==> config.mk <==
export PLATFORM = sky130hd
export DESIGN_NAME = lsb_first_bit_reader
export DESIGN_NICKNAME = d
export VERILOG_FILES = /design/src/rtl/lsbr_pkg.sv /design/src/rtl/lsb_first_bit_reader.sv /design/src/rtl/lsbr_core.sv
export SDC_FILE = /design/constraint.sdc
export NUM_CORES = 1
export LEC_CHECK = 0
export BUFFER_PORTS_ARGS = -buffer_cell sky130_fd_sc_hd__buf_2
export CAP_MARGIN = 10
export CELL_PAD_IN_SITES_DETAIL_PLACEMENT = 2
export CELL_PAD_IN_SITES_GLOBAL_PLACEMENT = 2
export CORE_MARGIN = 10
export CORE_UTILIZATION = 41
export DETAILED_ROUTE_END_ITERATION = 8
export PLACE_DENSITY_LB_ADDON = 0.1
export SLEW_MARGIN = 15
export SYNTH_ARGS = -nofsm -noshare
export SYNTH_HDL_FRONTEND = slang
export SYNTH_SLANG_ARGS = --single-unit
export TNS_END_PERCENT = 5
==> constraint.sdc <==
create_clock -name clk -period 10 [get_ports clk]
set_input_delay 1 -clock clk [delete_from_list [all_inputs] [get_ports clk]]
set_output_delay 1 -clock clk [all_outputs]
set_load 0.05 [all_outputs]
==> src/rtl/lsbr_pkg.sv <==
// Package for the LSB-first bit reader: request and result structs,
// request type and status codes, fixed widths and the read size limit.
// No dependencies.
`default_nettype none

package lsbr_pkg;

	localparam int unsigned MAX_READ_BITS    = 32;
	localparam int unsigned DEF_BUFFER_BITS  = 64;
	localparam int unsigned VALUE_W          = 32;

	localparam logic [1:0] REQ_PUSH  = 2'd0;
	localparam logic [1:0] REQ_READ  = 2'd1;
	localparam logic [1:0] REQ_FLUSH = 2'd2;

	localparam logic [1:0] ST_OK    = 2'd0;
	localparam logic [1:0] ST_SHORT = 2'd1;
	localparam logic [1:0] ST_FULL  = 2'd2;

	typedef struct packed {
		logic [1:0] req_type;
		logic [7:0] data_byte;
		logic [5:0] bit_count;
	} req_t;

	typedef struct packed {
		logic [VALUE_W-1:0] bits_value;
		logic [1:0]         status;
		logic [6:0]         bits_available;
	} rsp_t;

endpackage

`default_nettype wire

==> src/rtl/lsb_first_bit_reader.sv <==
// Top level of the LSB-first bit reader: request register, result register
// and valid/stall handshake around lsbr_core. Depends on lsbr_pkg.
//
//   channel  dir  handshake              payload
//   req      in   req_valid / req_stall  lsbr_pkg::req_t
//   rsp      out  rsp_valid / rsp_stall  lsbr_pkg::rsp_t
//
// One request per cycle while rsp is not stalled; the result is registered.
// The buffer, count and phase registers update together on each fired request.
// Reset clears the buffer and both valid flags.
// A stalled result holds the core; one more request waits in the input register.
`default_nettype none

module lsb_first_bit_reader #(
	parameter int unsigned BUFFER_BITS = lsbr_pkg::DEF_BUFFER_BITS
) (
	input  wire logic           clk,
	input  wire logic           arst_n,
	input  wire logic           req_valid,
	output logic                req_stall,
	input  wire lsbr_pkg::req_t req,
	output logic                rsp_valid,
	input  wire logic           rsp_stall,
	output lsbr_pkg::rsp_t      rsp
);
	import lsbr_pkg::*;

	req_t req_s1;
	logic req_s1_valid;
	rsp_t rsp_d;
	logic hold;
	logic fire;

	assign hold      = rsp_valid && rsp_stall;
	assign fire      = req_s1_valid && !hold;
	assign req_stall = req_s1_valid && hold;

	lsbr_core #(
		.BUFFER_BITS(BUFFER_BITS)
	) u_core (
		.clk   (clk),
		.arst_n(arst_n),
		.fire  (fire),
		.req   (req_s1),
		.rsp   (rsp_d)
	);

	always_ff @(posedge clk or negedge arst_n) begin
		if (!arst_n) begin
			req_s1_valid <= 1'b0;
		end else if (req_valid && !req_stall) begin
			req_s1_valid <= 1'b1;
		end else if (fire) begin
			req_s1_valid <= 1'b0;
		end
	end

	always_ff @(posedge clk) begin
		if (req_valid && !req_stall) begin
			req_s1 <= req;
		end
	end

	always_ff @(posedge clk or negedge arst_n) begin
		if (!arst_n) begin
			rsp_valid <= 1'b0;
		end else if (fire) begin
			rsp_valid <= 1'b1;
		end else if (!rsp_stall) begin
			rsp_valid <= 1'b0;
		end
	end

	always_ff @(posedge clk) begin
		if (fire) begin
			rsp <= rsp_d;
		end
	end

endmodule

`default_nettype wire

==> src/rtl/lsbr_core.sv <==
// Bit buffer state and combinational request processing: push, read, flush.
// Depends on lsbr_pkg.
`default_nettype none

module lsbr_core #(
	parameter int unsigned BUFFER_BITS = lsbr_pkg::DEF_BUFFER_BITS
) (
	input  wire logic           clk,
	input  wire logic           arst_n,
	input  wire logic           fire,
	input  wire lsbr_pkg::req_t req,
	output lsbr_pkg::rsp_t      rsp
);
	import lsbr_pkg::*;

	localparam int unsigned CNT_W = $clog2(BUFFER_BITS + 1);

	logic [BUFFER_BITS-1:0] buf_q;
	logic [CNT_W-1:0]       valid_q;
	logic [2:0]             phase_q;

	logic [BUFFER_BITS-1:0] buf_d;
	logic [CNT_W-1:0]       valid_d;
	logic [2:0]             phase_d;
	logic [CNT_W-1:0]       count_ext;
	logic [CNT_W-1:0]       rest_ext;
	logic [CNT_W:0]         push_end;
	logic [VALUE_W-1:0]     read_mask;
	logic [VALUE_W-1:0]     value;
	logic [1:0]             status;

	always_comb begin
		count_ext = CNT_W'(req.bit_count);
		rest_ext  = CNT_W'(3'(3'd0 - phase_q));
		push_end  = {1'b0, valid_q} + (CNT_W + 1)'(8);
		read_mask = VALUE_W'(~({(VALUE_W + 1){1'b1}} << req.bit_count));
		buf_d     = buf_q;
		valid_d   = valid_q;
		phase_d   = phase_q;
		value     = '0;
		status    = ST_OK;
		case (req.req_type)
			REQ_PUSH: begin
				if (push_end > (CNT_W + 1)'(BUFFER_BITS)) begin
					status = ST_FULL;
				end else begin
					buf_d   = buf_q | (BUFFER_BITS'(req.data_byte) << valid_q);
					valid_d = push_end[CNT_W-1:0];
				end
			end
			REQ_READ: begin
				if (req.bit_count > 6'(MAX_READ_BITS) || count_ext > valid_q) begin
					status = ST_SHORT;
				end else begin
					value   = buf_q[VALUE_W-1:0] & read_mask;
					buf_d   = buf_q >> req.bit_count;
					valid_d = valid_q - count_ext;
					phase_d = phase_q + req.bit_count[2:0];
				end
			end
			REQ_FLUSH: begin
				if (rest_ext > valid_q) begin
					rest_ext = valid_q;
				end
				buf_d   = buf_q >> rest_ext;
				valid_d = valid_q - rest_ext;
				phase_d = 3'd0;
			end
			default: begin
			end
		endcase
		rsp.bits_value     = value;
		rsp.status         = status;
		rsp.bits_available = 7'(valid_d);
	end

	always_ff @(posedge clk or negedge arst_n) begin
		if (!arst_n) begin
			buf_q   <= '0;
			valid_q <= '0;
			phase_q <= '0;
		end else if (fire) begin
			buf_q   <= buf_d;
			valid_q <= valid_d;
			phase_q <= phase_d;
		end
	end

`ifndef SYNTH
	a_count_bound: assert property (@(posedge clk) disable iff (!arst_n)
		valid_q <= CNT_W'(BUFFER_BITS))
		else $error("buffered bit count above buffer size");

	a_clean_tail: assert property (@(posedge clk) disable iff (!arst_n)
		(buf_q >> valid_q) == '0)
		else $error("stale bits above buffered count");

	a_full_holds: assert property (@(posedge clk) disable iff (!arst_n)
		fire && status == ST_FULL |=> $stable(buf_q) && $stable(valid_q))
		else $error("dropped push changed buffer");

	a_flush_phase: assert property (@(posedge clk) disable iff (!arst_n)
		fire && req.req_type == REQ_FLUSH |=> phase_q == 3'd0)
		else $error("flush left byte phase non-zero");
`endif

endmodule

`default_nettype wire

==> results of run 1 <==
[per-stage QoR]
stage                     std cells  setup slack [ns]
after floorplan                1500              5.61
after global placement         1867              4.16
after detailed placement       1867              3.94
after CTS                      1898              3.81
after global routing           1898              3.32
final                          1898              3.51
[layout make-up]
| cell class | instances | area, µm² | area share |
|---|---|---|---|
| Timing Repair Buffer | 97 | 576 | 0.0434 |
| Clock inverter | 14 | 165 | 0.0125 |
| Sequential cell | 133 | 3610 | 0.272 |
| Clock buffer | 17 | 425 | 0.0321 |
| Inverter | 34 | 128 | 0.00962 |
| Tap cell | 390 | 488 | 0.0368 |
| Multi-Input combinational cell | 1213 | 7870 | 0.593 |
[cells by family (layout without fill, tap and decap cells)]
logic type,after synthesis,after routing,synth area share
AND/OR/NAND/NOR,512,512,0.192
adder cells (fa/ha/maj),24,24,0.0265
AO/OA/AOI/OAI,549,549,0.305
XOR/XNOR,9,9,0.00647
flip-flops,133,133,0.297
buffers and inverters,154,162,0.0604
multiplexers,119,119,0.114
[power breakdown]
part	leakage (nW)	internal (mW)	switching, mW	total, mW
logic	3.52	0.872	2.00	2.87
clock network	0.283	0.372	0.306	0.679
registers	1.48	0.735	0.351	1.09
[Yosys cell counts, drive strengths merged, types with 8 or more instances]
cell	number	share of area
a211oi	21	0.013
a21boi	11	0.0068
a21o	9	0.0058
a21oi	145	0.060
a221oi	16	0.014
a22o	18	0.013
a22oi	38	0.024
a2bb2oi	8	0.0058
a31oi	21	0.011
a32oi	10	0.0072
and2	30	0.015
and3	19	0.0098
buf	57	0.030
clkbuf	63	0.020
dfrtp	76	0.16
edfxtp	57	0.14
ha	21	0.022
inv	32	0.0099
mux2	28	0.026
mux2i	79	0.066
mux4	12	0.022
nand2	166	0.052
nand2b	9	0.0046
nand3	77	0.032
nor2	154	0.050
nor3	22	0.0094
o211ai	24	0.015
o21a	8	0.0049
o21ai	117	0.048
o22a	10	0.0072
o22ai	15	0.0077
o2bb2ai	9	0.0070
o31ai	8	0.0049
or3	8	0.0041
[worst reg2reg max path: cells and delay by family (launching register included)]
kind / cells / cell delay [ns]
flip-flops: 1 / 0.83
adder cells (fa/ha/maj): 1 / 0.47
AO/OA/AOI/OAI: 8 / 2.83
buffers and inverters: 3 / 1.29
AND/OR/NAND/NOR: 2 / 1.01
[layer usage]
layer  global-route usage  up-vias  wire length [µm]
met3                0.106      290              8100
li1                     -     5661                 -
met1                0.484     7169             27800
met5                    0        -                54
met2                0.547      983             29500
met4                0.230        8              4680
[flip-flops by register name (all words and copies together) (netlist names)]
| register | count |
|---|---|
| u_core.buf_q | 64 |
| rsp | 41 |
| u_core.valid_q | 7 |
| rsp_valid | 1 |
| req_s1_valid | 1 |
| u_core.phase_q | 3 |
| req_s1 | 16 |
[worst max-delay path by stage]
stage	from	endpoint	slack (ns)
2_1_floorplan	u_core.valid_q[1]	u_core.valid_q[3]	5.61
3_3_place_gp	u_core.valid_q[1]	u_core.buf_q[30]	4.16
3_5_place_dp	u_core.valid_q[1]	u_core.buf_q[30]	3.94
4_1_cts	u_core.valid_q[1]	u_core.buf_q[30]	3.81
5_1_grt	u_core.valid_q[1]	u_core.buf_q[30]	3.32
6_report	u_core.valid_q[1]	u_core.buf_q[30]	3.51
==> run_results.csv, run 1 <==
group,metric,value,unit
clocking,tritoncts,"done",
synthesis,postSynth.topFlopCell,"dfrtp_1",
synthesis,synth_cell_type_count,89,
global_route,number_of_global_route_vias_before_repair,14200,
place,total_placed_instance_area,12700,µm²
global_route,pin_count_of_the_biggest_net_entering_global_routing,58,
sta,clock.fmax,0.154,GHz
floorplan,design.die.area,37000,µm²
cells_and_area,insertedDiodeCount,0,
critical_path,reg2reg_to,"u_core.buf_q[30]",
cells_and_area,layout.cell_area.non_filler,13300,µm²
synthesis,async_flop_share,0.571,
route,antenna_violating_nets_post_route,0,
critical_path,worst-setup-path-type,"flop to flop",
critical_path,critical_path.top_delay_family,"compound AO/OA/AOI/OAI gates",
critical_path,arrival,6.90,ns
route,detailroute.via_count,14100,
min_path,class_of_the_most_critical_hold_timing_path,"input pin to async pin",
clocking,cts.root.buffer_cell,"clkbuf_16",
floorplan,coreArea,29500,µm²
sta,slew-limit-headroom,0.136,
critical_path,crit_path_start_kind,"flop",
critical_path,cp_max_fo,40,
synthesis,ys_warn_count,0,
clocking,tritoncts_num_sinks,133,
critical_path,crit-reg2reg-launch,"u_core.valid_q[1]",
cells_and_area,drive_above_1_share,0.135,
cells_and_area,fin_nets,1540,
synthesis,synth_area_per_cell,8.12,µm²
floorplan,starting_density_of_the_core,0.413,
route,drt_iter0_drc,2169,
clocking,htreeDepth,4,
place,detailedPlacementHpwl,50800,µm
sta,worst_slew_pin_slew,1.30,ns
synthesis,syn_inst,1500,
power,leakage,5.28,nW
clocking,clk_pin_slew,0.07,ns
synthesis,number_of_flops_mapped_to_enable_cells_by_yosys,57,
floorplan,ioPinCount,63,
synthesis,number_of_nets_produced_by_synthesis,1544,
clocking,clk-insertion-delay-late,0.47,ns
global_route,grt.overflow.total,0,
critical_path,critical_path_depth,14,
sta,post-route-period-util,0.649,
route,vias_per_cell,7.43,
cells_and_area,fillers,3369,
sta,finalMaxSlewViolations,0,
status,run_status,"finished clean",
place,gp_congestion,1.04,
clocking,cts_made_buffers,17,
sta,post_route_skew,0.0135,ns
critical_path,timing.critical_path.to_type,"flop",
job,max_cap_viol_count,0,
cells_and_area,most-common-layout-cells,"nand2_1, nor2_1, a21oi_1",
critical_path,worst_ep_required_time,10.41,ns
clocking,cts.hold.buffers_added,0,
sta,setup_viol,0,
route,routed_len_inst,37.0,µm
power,ir_worst_vdd,0.157,mV
power,p_total,4.63,mW
sta,hold-worst-slack,0.472,ns
power,p_per_cell_area,349,nW/µm²
clocking,clk_path_buf_depth,2,
route,wl,70200,µm
critical_path,timing.critical_path.slowest_stage_cell,"nand2_1",
critical_path,ff2ff_path_depth,14,
cells_and_area,layout.core_utilization,0.450,
clocking,ctsResizeCount,0,
critical_path,path_cells,"inv_1 -> ha_1 -> nand3b_1 -> a2111oi_4 -> buf_4 -> a21o_2 -> buf_4 -> nand2_1 -> o21ai_0 -> o22ai_1 -> a221oi_1 -> o21ai_0 -> o21bai_1 -> o221a_2",
global_route,wire_length_of_the_first_global_routing_pass,102000,µm
sta,finalSetupTns,0,ns
place,io_buffer_count,62,
cells_and_area,areaGrowthSynthToFinish,8.87,%
clocking,cts.repair_timing.setup_buffer_count,0,
critical_path,rrSetupSlack,3.51,ns
global_route,grt_antenna_before_repair,6,
sta,period_minus_slack,6.49,ns
floorplan,placement_rows,63,
cells_and_area,final_common_cell,"nand2_1",
global_route,groute.usage.overall,0.376,
route,drt_drc_violations_left,0,
synthesis,yosys_register_bits,133,
route,first_pass_iters,5,
sta,hold_viol_final,0,
sta,grt_setup_unrepaired,"no",
floorplan,fp.dieH,192,µm
synthesis,yosysSeqAreaShare,0.297,
floorplan,die-width,192,µm
critical_path,crit_buf_inv,3,
critical_path,cp_slowest_stage_delay,0.85,ns
synthesis,synth.cell_area,12200,µm²
(Power assumes the default switching activity.)
==> inputs of run 2 (changes only) <==
- CORE_UTILIZATION: 41 -> 35
- clock period: 10 -> 5.9 ns (I/O delays scaled with it)
==> run 2 against run 1 <==
Hold slack got worse by 0.40 ns. Cell area rose by 2.7%. Non-clock buffer count rose by 29. Combinational power rose by 74%. Sequential power rose by 63%. Largest cell class unchanged.
==> run_results.csv, run 2 (synthesis gave the netlist of run 1 again) <==
group,metric,value,unit
critical_path,crit_buf_inv,2,
power,p_per_cell_area,582,nW/µm²
route,drt_drc_violations_left,0,
clocking,clk_path_buf_depth,2,
global_route,number_of_global_route_vias_before_repair,14000,
floorplan,fp.dieH,207,µm
cells_and_area,layout.core_utilization,0.395,
cells_and_area,insertedDiodeCount,0,
clocking,htreeDepth,4,
cells_and_area,final_common_cell,"nand2_1",
place,dp_cells,1961,
clocking,tritoncts_num_sinks,133,
status,run_status,"finished clean",
clocking,cts.repair_timing.setup_buffer_count,0,
cells_and_area,largest-register,"u_core.buf_q",
critical_path,rrSetupSlack,0.63,ns
sta,finalMaxSlewViolations,0,
sta,hold_viol_final,0,
global_route,grt_antenna_before_repair,1,
global_route,groute.usage.overall,0.335,
power,power.switching_fraction,0.569,
clocking,cts.hold.buffers_added,0,
sta,finalWorstSetupSlack,0.625,ns
place,detailedPlacementHpwl,54500,µm
power,combPwrFrac,0.629,
critical_path,crit_path_start_kind,"flop",
sta,worst_slew_pin_slew,1.21,ns
clocking,clk-insertion-delay-late,0.47,ns
floorplan,coreArea,34500,µm²
sta,post-route-period-util,0.894,
sta,grt_setup_unrepaired,"no",
cells_and_area,max_reg_flops,64,
floorplan,die-width,207,µm
floorplan,placement_rows,68,
clocking,tritoncts,"done",
critical_path,timing.critical_path.slowest_stage_cell,"and2_2",
global_route,pin_count_of_the_biggest_net_entering_global_routing,49,
critical_path,cp_max_fo,25,
route,routed_len_inst,35.9,µm
global_route,grt.overflow.total,0,
critical_path,critical_path.top_delay_family,"compound AO/OA/AOI/OAI gates",
clocking,ctsResizeCount,0,
clocking,cts_made_buffers,17,
cells_and_area,areaGrowthSynthToFinish,11.8,%
floorplan,design.die.area,42700,µm²
sta,hold-worst-slack,0.0712,ns
route,first_pass_iters,6,
min_path,class_of_the_most_critical_hold_timing_path,"input pin to async pin",
power,pwr-share-clk,0.146,
clocking,cts.root.buffer_cell,"clkbuf_16",
sta,slew-limit-headroom,0.183,
critical_path,timing.critical_path.to_type,"flop",
power,p_total,7.93,mW
cells_and_area,fin_nets,1569,
route,vias_per_cell,6.90,
power,leakage,5.45,nW
cells_and_area,drive_above_1_share,0.154,
route,antenna_violating_nets_post_route,0,
power,sequentialPowerShare,0.225,
floorplan,ioPinCount,63,
power,total_switching_power,4.51,mW
cells_and_area,layout.cell_area.non_filler,13600,µm²
power,ir_worst_vdd,0.259,mV
cells_and_area,top_regs,"u_core.buf_q: 64 flops, rsp: 41 flops, req_s1: 16 flops",
sta,period_minus_slack,5.27,ns
sta,setup_viol,0,
cells_and_area,layoutNonFillerInstCount,1993,
critical_path,worst-setup-path-type,"flop to flop",
route,wl,71600,µm
job,max_cap_viol_count,0,
critical_path,cp_slowest_stage_delay,0.71,ns
critical_path,worst_ep_required_time,6.29,ns
critical_path,arrival,5.67,ns
floorplan,starting_density_of_the_core,0.354,
place,total_placed_instance_area,13000,µm²
clocking,clk_pin_slew,0.07,ns
route,drt_iter0_drc,1544,
place,io_buffer_count,62,
power,p_int,3.42,mW
critical_path,path_cells,"inv_1 -> ha_1 -> xnor2_1 -> ha_1 -> a21oi_1 -> a2111oi_4 -> buf_4 -> a41oi_1 -> and2_2 -> nand2_1 -> a21oi_1 -> or3_1 -> a22oi_1 -> a211oi_1 -> or2_1",
sta,finalSetupTns,0,ns
sta,clock.fmax,0.190,GHz
route,detailroute.via_count,13800,
sta,post_route_skew,0.0164,ns
place,gp_congestion,1.02,
cells_and_area,most-common-layout-cells,"nand2_1, nor2_1, a21oi_1",
global_route,wire_length_of_the_first_global_routing_pass,104000,µm
place,pre_cts_slack,0.796,ns
[run 2: changes by cell type in the layout (fill, tap and decap cells not counted), sizes merged]
cell	before	now
clkinv	6	4
inv	38	41
buf	97	126
[run 2: area by class of cell]
type                            count  area [µm²]
Multi-Input combinational cell   1213        7880
Clock buffer                       17         425
Sequential cell                   133        3610
Inverter                           34         128
Timing Repair Buffer              126         818
Fill cell                        3928       20800
Tap cell                          455         569
Clock inverter                     15         185
[run 2: worst reg2reg max path, cell delays in order, from the launching register on]
cell	delay, ns
dfrtp_1	0.41
inv_1	0.11
ha_1	0.22
xnor2_1	0.27
ha_1	0.34
a21oi_1	0.26
a2111oi_4	0.13
buf_4	0.21
a41oi_1	0.56
and2_2	0.71
nand2_1	0.42
a21oi_1	0.27
or3_1	0.32
a22oi_1	0.18
a211oi_1	0.59
or2_1	0.20
[run 2: path summary, 6_finish.rpt]
| kind | from | endpoint | cells past startpoint |
|---|---|---|---|
| max in group asynchronous | arst_n | u_core.buf_q[34] | 2 |
| worst min-delay path | arst_n | u_core.valid_q[4] | 1 |
| worst min register to register | req_s1_valid | rsp_valid | 1 |
| worst max register to register | u_core.phase_q[0] | u_core.buf_q[43] | 15 |
| min in group clk | req[13] | req_s1[13] | 1 |
| worst max-delay path | u_core.phase_q[0] | u_core.buf_q[43] | 15 |
[run 2: power groups by stage]
stage	clock network, mW	logic (mW)	registers (mW)
2_1_floorplan	0	2.97	1.59
3_3_place_gp	0	4.67	1.75
3_5_place_dp	0	4.77	1.76
4_1_cts	1.17	4.82	1.74
5_1_grt	1.21	5.26	1.77
6_report	1.16	4.99	1.78
[run 2: per-layer routing]
metal	global-route usage	up-vias	routed length, µm
met5	0	-	10
li1	-	5713	-
met4	0.169	2	3780
met3	0.0782	181	6450
met2	0.500	771	31000
met1	0.444	7090	30400
==> inputs of run 3 (changes only) <==
- HOLD_SLACK_MARGIN: not set -> 0.1
==> run 3 against run 2 <==
Wire length about the same. Flip-flop and latch count unchanged. Via count barely moved. Cell area about the same. Maximum frequency about the same. Critical path type unchanged.
==> run_results.csv, run 3 (synthesis gave the netlist of run 1 again) <==
group,metric,value,unit
power,p_per_cell_area,582,nW/µm²
critical_path,worst-setup-path-type,"flop to flop",
floorplan,fp.dieH,207,µm
cells_and_area,areaGrowthSynthToFinish,11.9,%
cells_and_area,fillers,3929,
place,gp_congestion,1.02,
critical_path,arrival,5.67,ns
sta,finalSetupTns,0,ns
route,drt_drc_violations_left,0,
power,combPwrFrac,0.629,
critical_path,crit_path_start_kind,"flop",
power,total_switching_power,4.51,mW
sta,grt_setup_unrepaired,"no",
sta,hold_viol_final,0,
sta,finalMaxSlewViolations,0,
clocking,clk_path_buf_depth,2,
cells_and_area,largest-register,"u_core.buf_q",
place,detailedPlacementHpwl,54500,µm
critical_path,worst_ep_required_time,6.29,ns
sta,clock.fmax,0.190,GHz
power,p_int,3.42,mW
floorplan,ioPinCount,63,
global_route,wire_length_of_the_first_global_routing_pass,104000,µm
clocking,tritoncts,"done",
clocking,ctsResizeCount,0,
job,max_cap_viol_count,0,
global_route,grt.overflow.total,0,
route,antenna_violating_nets_post_route,0,
floorplan,die-width,207,µm
route,routed_len_inst,35.9,µm
route,wl,71600,µm
global_route,grt_antenna_before_repair,1,
cells_and_area,drive_above_1_share,0.154,
min_path,class_of_the_most_critical_hold_timing_path,"input pin to flop",
route,drt_iter0_drc,1495,
cells_and_area,final_common_cell,"nand2_1",
cells_and_area,multi_input_comb_area,7880,µm²
power,power.switching_fraction,0.569,
global_route,number_of_global_route_vias_before_repair,14000,
power,ir_worst_vdd,0.260,mV
floorplan,design.die.area,42700,µm²
route,vias_per_cell,6.90,
clocking,htreeDepth,4,
place,io_buffer_count,62,
critical_path,cp_max_fo,25,
sta,post_route_skew,0.0175,ns
status,run_status,"finished clean",
floorplan,placement_rows,68,
power,sequentialPowerShare,0.225,
sta,hold-worst-slack,0.293,ns
power,pwr-share-clk,0.146,
clocking,cts_made_buffers,17,
clocking,clk_pin_slew,0.08,ns
cells_and_area,top_regs,"u_core.buf_q: 64 flops, rsp: 41 flops, req_s1: 16 flops",
clocking,cts.root.buffer_cell,"clkbuf_16",
sta,slew-limit-headroom,0.195,
critical_path,timing.critical_path.to_type,"flop",
sta,post-route-period-util,0.894,
sta,setup_viol,0,
floorplan,coreArea,34500,µm²
floorplan,starting_density_of_the_core,0.354,
global_route,pin_count_of_the_biggest_net_entering_global_routing,49,
cells_and_area,most-common-layout-cells,"nand2_1, nor2_1, a21oi_1",
sta,worst_slew_pin_slew,1.20,ns
cells_and_area,fin_nets,1570,
sta,period_minus_slack,5.28,ns
cells_and_area,max_reg_flops,64,
power,leakage,5.45,nW
route,first_pass_iters,6,
cells_and_area,seqCellArea,3610,µm²
clocking,tritoncts_num_sinks,133,
route,detailroute.via_count,13800,
cells_and_area,insertedDiodeCount,0,
global_route,groute.usage.overall,0.335,
clocking,clk-insertion-delay-late,0.47,ns
==> run 3: cell types whose count changed in the layout (fill, tap and decap cells not counted), sizes merged <==
cell / change
dlygate4sd3: +1
==> run 3: final timing paths <==
| check | depth (start not counted) | end | start | slack (ns) |
|---|---|---|---|---|
| worst max-delay path | 15 | u_core.buf_q[43] | u_core.phase_q[0] | 0.62 |
| worst min-delay path | 1 | req_s1[13] | req[13] | 0.29 |
| worst max register to register | 15 | u_core.buf_q[43] | u_core.phase_q[0] | 0.62 |
| worst min register to register | 1 | rsp_valid | req_s1_valid | 0.51 |
| max in group asynchronous | 3 | u_core.buf_q[20] | arst_n | 4.13 |
| min in group asynchronous | 2 | u_core.valid_q[4] | arst_n | 0.62 |
==> run 3: per-stage QoR <==
stage	worst slack (ns)	area, µm²	total power [mW]	util	instances
finish	0.624	13600	7.93	0.395	1994
global route	0.392	13600	8.24	0.395	1994
CTS	0.763	13600	7.73	0.395	1994
detailed placement	0.796	13000	6.53	0.377	1961
global placement	0.920	13000	6.42	0.377	1961
floorplan	1.51	12200	4.56	-	1500
==> run 3: final cells by class <==
| type | instances | area share |
|---|---|---|
| multi-input cells | 1213 | 0.578 |
| flip-flops and latches | 133 | 0.265 |
| repair buffers | 127 | 0.0608 |
| well taps | 455 | 0.0418 |
| clock buffers | 17 | 0.0312 |
| clock inverters | 15 | 0.0136 |
| inverters | 34 | 0.00937 |
==> run 3: repair_timing <==
action                                 CTS  global route
setup buffers                            0             0
hold buffers                             1             0
endpoints found under the hold margin    4             0
==> run 3: power groups by stage <==
stage	clock, mW	sequential (mW)	combinational, mW
2_1_floorplan	0	1.59	2.97
5_1_grt	1.21	1.77	5.26
3_5_place_dp	0	1.76	4.77
3_3_place_gp	0	1.75	4.67
6_report	1.16	1.78	4.98
4_1_cts	1.17	1.74	4.82
==> run 3: metal layers <==
metal	track usage	share of wire	vias to the layer above
li1	-	-	5717
met1	0.444	0.42	7078
met2	0.502	0.43	788
met3	0.0782	0.095	183
met4	0.166	0.055	2
met5	0	0.00014	-
==> run 3: critical path, cell delays in order, from the launching register on <==
cell and delay, ns:
dfrtp_1 0.40, inv_1 0.10, ha_1 0.22, xnor2_1 0.27, ha_1 0.34, a21oi_1 0.27, a2111oi_4 0.14, buf_4 0.21
a41oi_1 0.55, and2_2 0.72, nand2_1 0.41, a21oi_1 0.27, or3_1 0.33, a22oi_1 0.18, a211oi_1 0.60, or2_1 0.19
